`src/hw/rtl/btc_pkg.sv`:
```
// ----------------------------------------------------------------------------
// btc_pkg
// Shared types and constants of the bitmap text console renderer.
// ----------------------------------------------------------------------------
package btc_pkg;

    localparam int GLYPH_COUNT_DEF = 256;
    localparam int CELL_SIZE       = 8;
    localparam int ROW_BITS        = 3;
    localparam int QUEUE_DEPTH     = 4;

    localparam logic [ROW_BITS-1:0] ROW_LAST   = ROW_BITS'(CELL_SIZE - 1);
    localparam logic [10:0]         ROW_MAX    = 11'd2047;
    localparam logic [11:0]         LINE_PITCH = 12'(CELL_SIZE + 1);
    localparam logic [7:0]          LINE_FEED  = 8'h0A;

    // opcodes
    localparam logic [1:0] OP_PUT   = 2'd0;
    localparam logic [1:0] OP_ROW   = 2'd1;
    localparam logic [1:0] OP_WIDTH = 2'd2;
    localparam logic [1:0] OP_HOME  = 2'd3;

    // register indexes
    localparam int            ADDR_W       = 4;
    localparam logic [1:0] REG_FG_COLOR = 2'd0;
    localparam logic [1:0] REG_VIS_W    = 2'd1;
    localparam logic [1:0] REG_VIS_H    = 2'd2;
    localparam logic [1:0] REG_STRIDE   = 2'd3;

    localparam logic [23:0] FG_COLOR_RST = 24'hFFFFFF;
    localparam logic [9:0]  VIS_W_RST    = 10'd540;
    localparam logic [9:0]  VIS_H_RST    = 10'd960;
    localparam logic [10:0] STRIDE_RST   = 11'd544;

    typedef enum logic [2:0] {
        KIND_PUT,
        KIND_FEED,
        KIND_HOME,
        KIND_ROW,
        KIND_WIDTH
    } t_kind;

    typedef struct packed {
        t_kind               kind;
        logic [7:0]          code;
        logic [ROW_BITS-1:0] row;
        logic [7:0]          data;
        logic                in_range;
    } t_cmd;

endpackage

```
`src/hw/rtl/btc_queue.sv`:
```
// ----------------------------------------------------------------------------
// btc_queue
// Short command FIFO between the front and the back end.
// ----------------------------------------------------------------------------
module btc_queue #(
    parameter int DEPTH = btc_pkg::QUEUE_DEPTH
) (
    input  logic          i_clk,
    input  logic          i_rst_n,
    input  logic          i_push,
    input  btc_pkg::t_cmd i_cmd,
    input  logic          i_pop,
    output logic          o_full,
    output logic          o_valid,
    output btc_pkg::t_cmd o_cmd
);

    localparam int PW = $clog2(DEPTH);
    localparam int CW = $clog2(DEPTH + 1);

    btc_pkg::t_cmd r_mem [DEPTH];
    logic [PW-1:0] r_wptr;
    logic [PW-1:0] r_rptr;
    logic [CW-1:0] r_count;
    logic          do_push;
    logic          do_pop;

    assign o_full  = r_count == CW'(DEPTH);
    assign o_valid = r_count != '0;
    assign o_cmd   = r_mem[r_rptr];
    assign do_push = i_push && !o_full;
    assign do_pop  = i_pop && o_valid;

    always_ff @(posedge i_clk) begin
        if (!i_rst_n) begin
            r_wptr  <= '0;
            r_rptr  <= '0;
            r_count <= '0;
        end else begin
            if (do_push) begin
                r_wptr <= (r_wptr == PW'(DEPTH - 1)) ? '0 : PW'(r_wptr + 1'b1);
            end
            if (do_pop) begin
                r_rptr <= (r_rptr == PW'(DEPTH - 1)) ? '0 : PW'(r_rptr + 1'b1);
            end
            if (do_push && !do_pop) begin
                r_count <= CW'(r_count + 1'b1);
            end else if (do_pop && !do_push) begin
                r_count <= CW'(r_count - 1'b1);
            end
        end
    end

    always_ff @(posedge i_clk) begin
        if (do_push) begin
            r_mem[r_wptr] <= i_cmd;
        end
    end

endmodule

```
`config.mk`:
```
export PLATFORM = sky130hd
export DESIGN_NAME = btc_queue
export DESIGN_NICKNAME = d
export VERILOG_FILES = /design/src/hw/rtl/btc_pkg.sv /design/src/hw/rtl/btc_queue.sv
export SDC_FILE = /design/constraint.sdc
export NUM_CORES = 1
export LEC_CHECK = 0
export ABC_AREA = 1
export ABC_CLOCK_PERIOD_IN_PS = 2500
export BUFFER_PORTS_ARGS = -buffer_cell sky130_fd_sc_hd__buf_2
export CAP_MARGIN = 5
export CORE_MARGIN = 3
export CORE_UTILIZATION = 55
export CTS_CLUSTER_DIAMETER = 50
export DETAILED_ROUTE_END_ITERATION = 8
export HOLD_SLACK_MARGIN = 0.15
export PLACE_DENSITY = 0.79
export SYNTH_ARGS = -nofsm -noshare
export SYNTH_HDL_FRONTEND = slang
export SYNTH_SLANG_ARGS = --single-unit
```
`constraint.sdc`:
```
create_clock -name i_clk -period 2.5 [get_ports i_clk]
set_input_delay 0.25 -clock i_clk [delete_from_list [all_inputs] [get_ports i_clk]]
set_output_delay 0.25 -clock i_clk [all_outputs]
set_load 0.005 [all_outputs]
```
==> impl_results.md <==
- Type of element launching the critical path: register
- Maximum single-stage delay on the critical path: 540 ps
- Ratio of cells with drive above 1 in the final layout: 0.389
- Residual DRC count: 0
- Vias per inst: 5.24
- Yosys warning total: 0
- Max-capacitance violation count: 0
- Setup total negative slack: 0 ps
- Peak supply drop: 0.473 mV
- Sequential element share of the synthesized area: 0.697
- Top cell type by total area after synthesis: edfxtp_1
- Number of clock sinks: 101
- Wirelength, routed: 7660 um
- Dominant synthesized flop cell: edfxtp_1
- Placeable core region: 0.00733 mm^2
- Transition time at the pin with the least slew margin: 623 ps
- Die area: 0.00876 mm^2
- Maximum clock frequency: 481 MHz
- Class of the worst hold path: input port to register
- Most frequently used cell type in the post-synthesis netlist: edfxtp_1
- Final net count: 409
- Number of primary I/O pins: 52
- Leading post-synthesis cells by instance count: edfxtp_1, nor2_1, o21ai_0
- Half-perimeter wire length of the detailed placement result: 4840 um
- Max-slew violation count: 0
- Cells after Synth: 293
- RSZ-0062 raised after global routing: no
- WL/cell: 16.0 um
- Count of input and output buffers: 51
- Pwr per Cell Area: 926 mW/mm^2
- Fraction of registers with async set or reset after synthesis: 0
- GRT overflow: 0
- Pleak: 0.00183 uW
- Relative slew slack: 0.584
- Detailed-route via count: 2,510
- Cells after DPL: 440
- Final Non-Filler Cells: 479
- Switching Fraction: 0.338
- Crit-path cells: buf_4 -> o21ai_0 -> o22ai_2 -> buf_2
- Area of the mapped netlist: 0.00422 mm^2
- Post-synthesis net count: 327
- Initial antenna violation count: 0
- Switching power: 1550 uW
- Clock latency on the worst-skew pair: 370 ps
- Area of all placed cells without fillers: 0.00496 mm^2
- Fraction of the core area covered by cells at the end of the flow: 0.676
- Final number of setup-violating endpoints: 0
- Distinct cells, synth: 22
- Max stage delay cell, worst path: dfxtp_2
- Die extent in x: 93.6 um
- EDFF count, synth: 92
- Clock period minus final worst setup slack: 2080 ps
- Register share of total power: 0.472
- Kind of critical path: register to output pin
- Detailed Route Iter0 Violations: 135
- Internal cell power: 3040 uW
- Routability Congestion: 0.750
- Number of core rows: 31
- H-tree levels: 3
- Layout area overhead: 17.5%
- Yosys top cell area share: 0.655
- Kind of end point of the critical path: output pin
- Clock tree buffer depth: 2
- TritonCTS Buffers: 9
- Proportion of power drawn by the clock network: 0.197
- Inserted Diodes: 0
- Effective utilization at floorplan: 0.576
- Yosys reg bits: 101
- Clk root buf: clkbuf_8
- Number of global-route vias before repair: 2,572
- Top cells by area, synth: edfxtp_1, o22ai_2, dfxtp_1, o21ai_0, o21ai_2
- Global-route usage over all layers: 0.188
- Vertical die dimension: 93.6 um
- Clk slew on worst S/H paths: 80 ps
- Req. time, crit path: 2250 ps
- DRT antenna net count: 0
- Avg Synthesized Cell Area: 14.4 um^2
- First-pass detailed-route iteration total: 4
- Post-Place Cell Area: 0.00455 mm^2
- CTS tree: yes
- Biggest fanout along the worst timing path: 34
- Pin count of the biggest net entering global routing: 47
- Ratio of final minimum period to clock period: 0.832
- Final hold viol count: 0
- Worst path arrival time: 1830 ps
- Proportion of power drawn by combinational gates: 0.330
- Largest clock skew in the final design: 10.6 ps
- Outcome: finished, final reports clean
- Global-route wire length before repair: 12,300 um
==> cells by family (layout without fill, tap and decap cells) <==
logic type / Yosys count / count (layout) / synth area share
fa+ha+maj: 7 / 7 / 0.0225
simple gates: 80 / 80 / 0.0875
buf+inv: 31 / 118 / 0.0489
flops: 101 / 101 / 0.697
compound gates: 74 / 74 / 0.144
==> placed cells by master, fill, tap and decap left out <==
cell type and n:
inv_8 1, ha_1 6, nand3b_1 1, dfxtp_2 1, o22ai_2 23, inv_2 1, buf_2 51, nand4_1 1
inv_6 1, fa_1 1, nor2_2 27, nor2_1 34, edfxtp_1 92, clkinv_4 1, nand3_1 2, clkbuf_8 9
nand2_1 14, inv_1 16, nand2_2 1, clkinvlp_4 3, clkinv_2 2, dfxtp_1 8, o21ai_2 17, dlygate4sd3_1 23
o21ai_0 31, a21oi_1 3, buf_4 10
==> worst paths after layout <==
| path | depth (start not counted) | startpoint | end | slack (ps) |
|---|---|---|---|---|
| max | 4 | register | o_cmd[14] | 420 |
| min | 3 | i_rst_n | r_count[2] | 170 |
| max reg2reg | 9 | r_count[1] | r_count[1] | 530 |
| min reg2reg | 2 | r_count[0] | r_count[0] | 520 |
==> critical path: cells and delay by family, from the launching register on <==
family	cells	cell delay (ps)
AOI/OAI and AO/OA	2	370
buffers and inverters	2	530
DFF	1	540
==> routing by layer <==
| metal | share of wire | GRT usage | routed length (um) |
|---|---|---|---|
| met5 | 0 | 0 | 0 |
| met4 | 0.017 | 0.0770 | 128 |
| met3 | 0.039 | 0.0402 | 297 |
| met2 | 0.52 | 0.336 | 4020 |
| met1 | 0.42 | 0.221 | 3220 |
==> final cells by class <==
type,instances,area [um^2]
Fill cell,535,2370
Inverter,18,75.1
Tap cell,99,124
Timing Repair Buffer,84,561
Clock inverter,7,50.0
Clock buffer,9,124
Multi-Input combinational cell,161,1080
Sequential cell,101,2940
==> per-stage QoR <==
stage               worst slack (ps)  power (uW)  hold slack, ps
global route                     266        4870             177
floorplan                        425        3280             349
finish                           420        4590             174
detailed placement               528        3710             468
CTS                              385        4630             159
global placement                 615        3650             462
==> sequential cells by signal, indices dropped and copies added, names as in the netlist, named ones only <==
name     count
r_wptr       2
r_rptr       2
r_count      3
r_mem       92
==> power by group through the flow <==
stage	logic, uW	clock network [uW]	registers [uW]
finish	1520	906	2170
global placement	1450	0	2200
CTS	1530	930	2170
floorplan	1110	0	2180
detailed placement	1500	0	2210
global route	1690	987	2200
==> timing repair <==
action	CTS	global route
endpoints found under the hold margin	92	0
setup buffers	0	0
hold buffers	23	0
gates resized for setup	0	0
No activity file was read; power rests on OpenSTA's default activity.
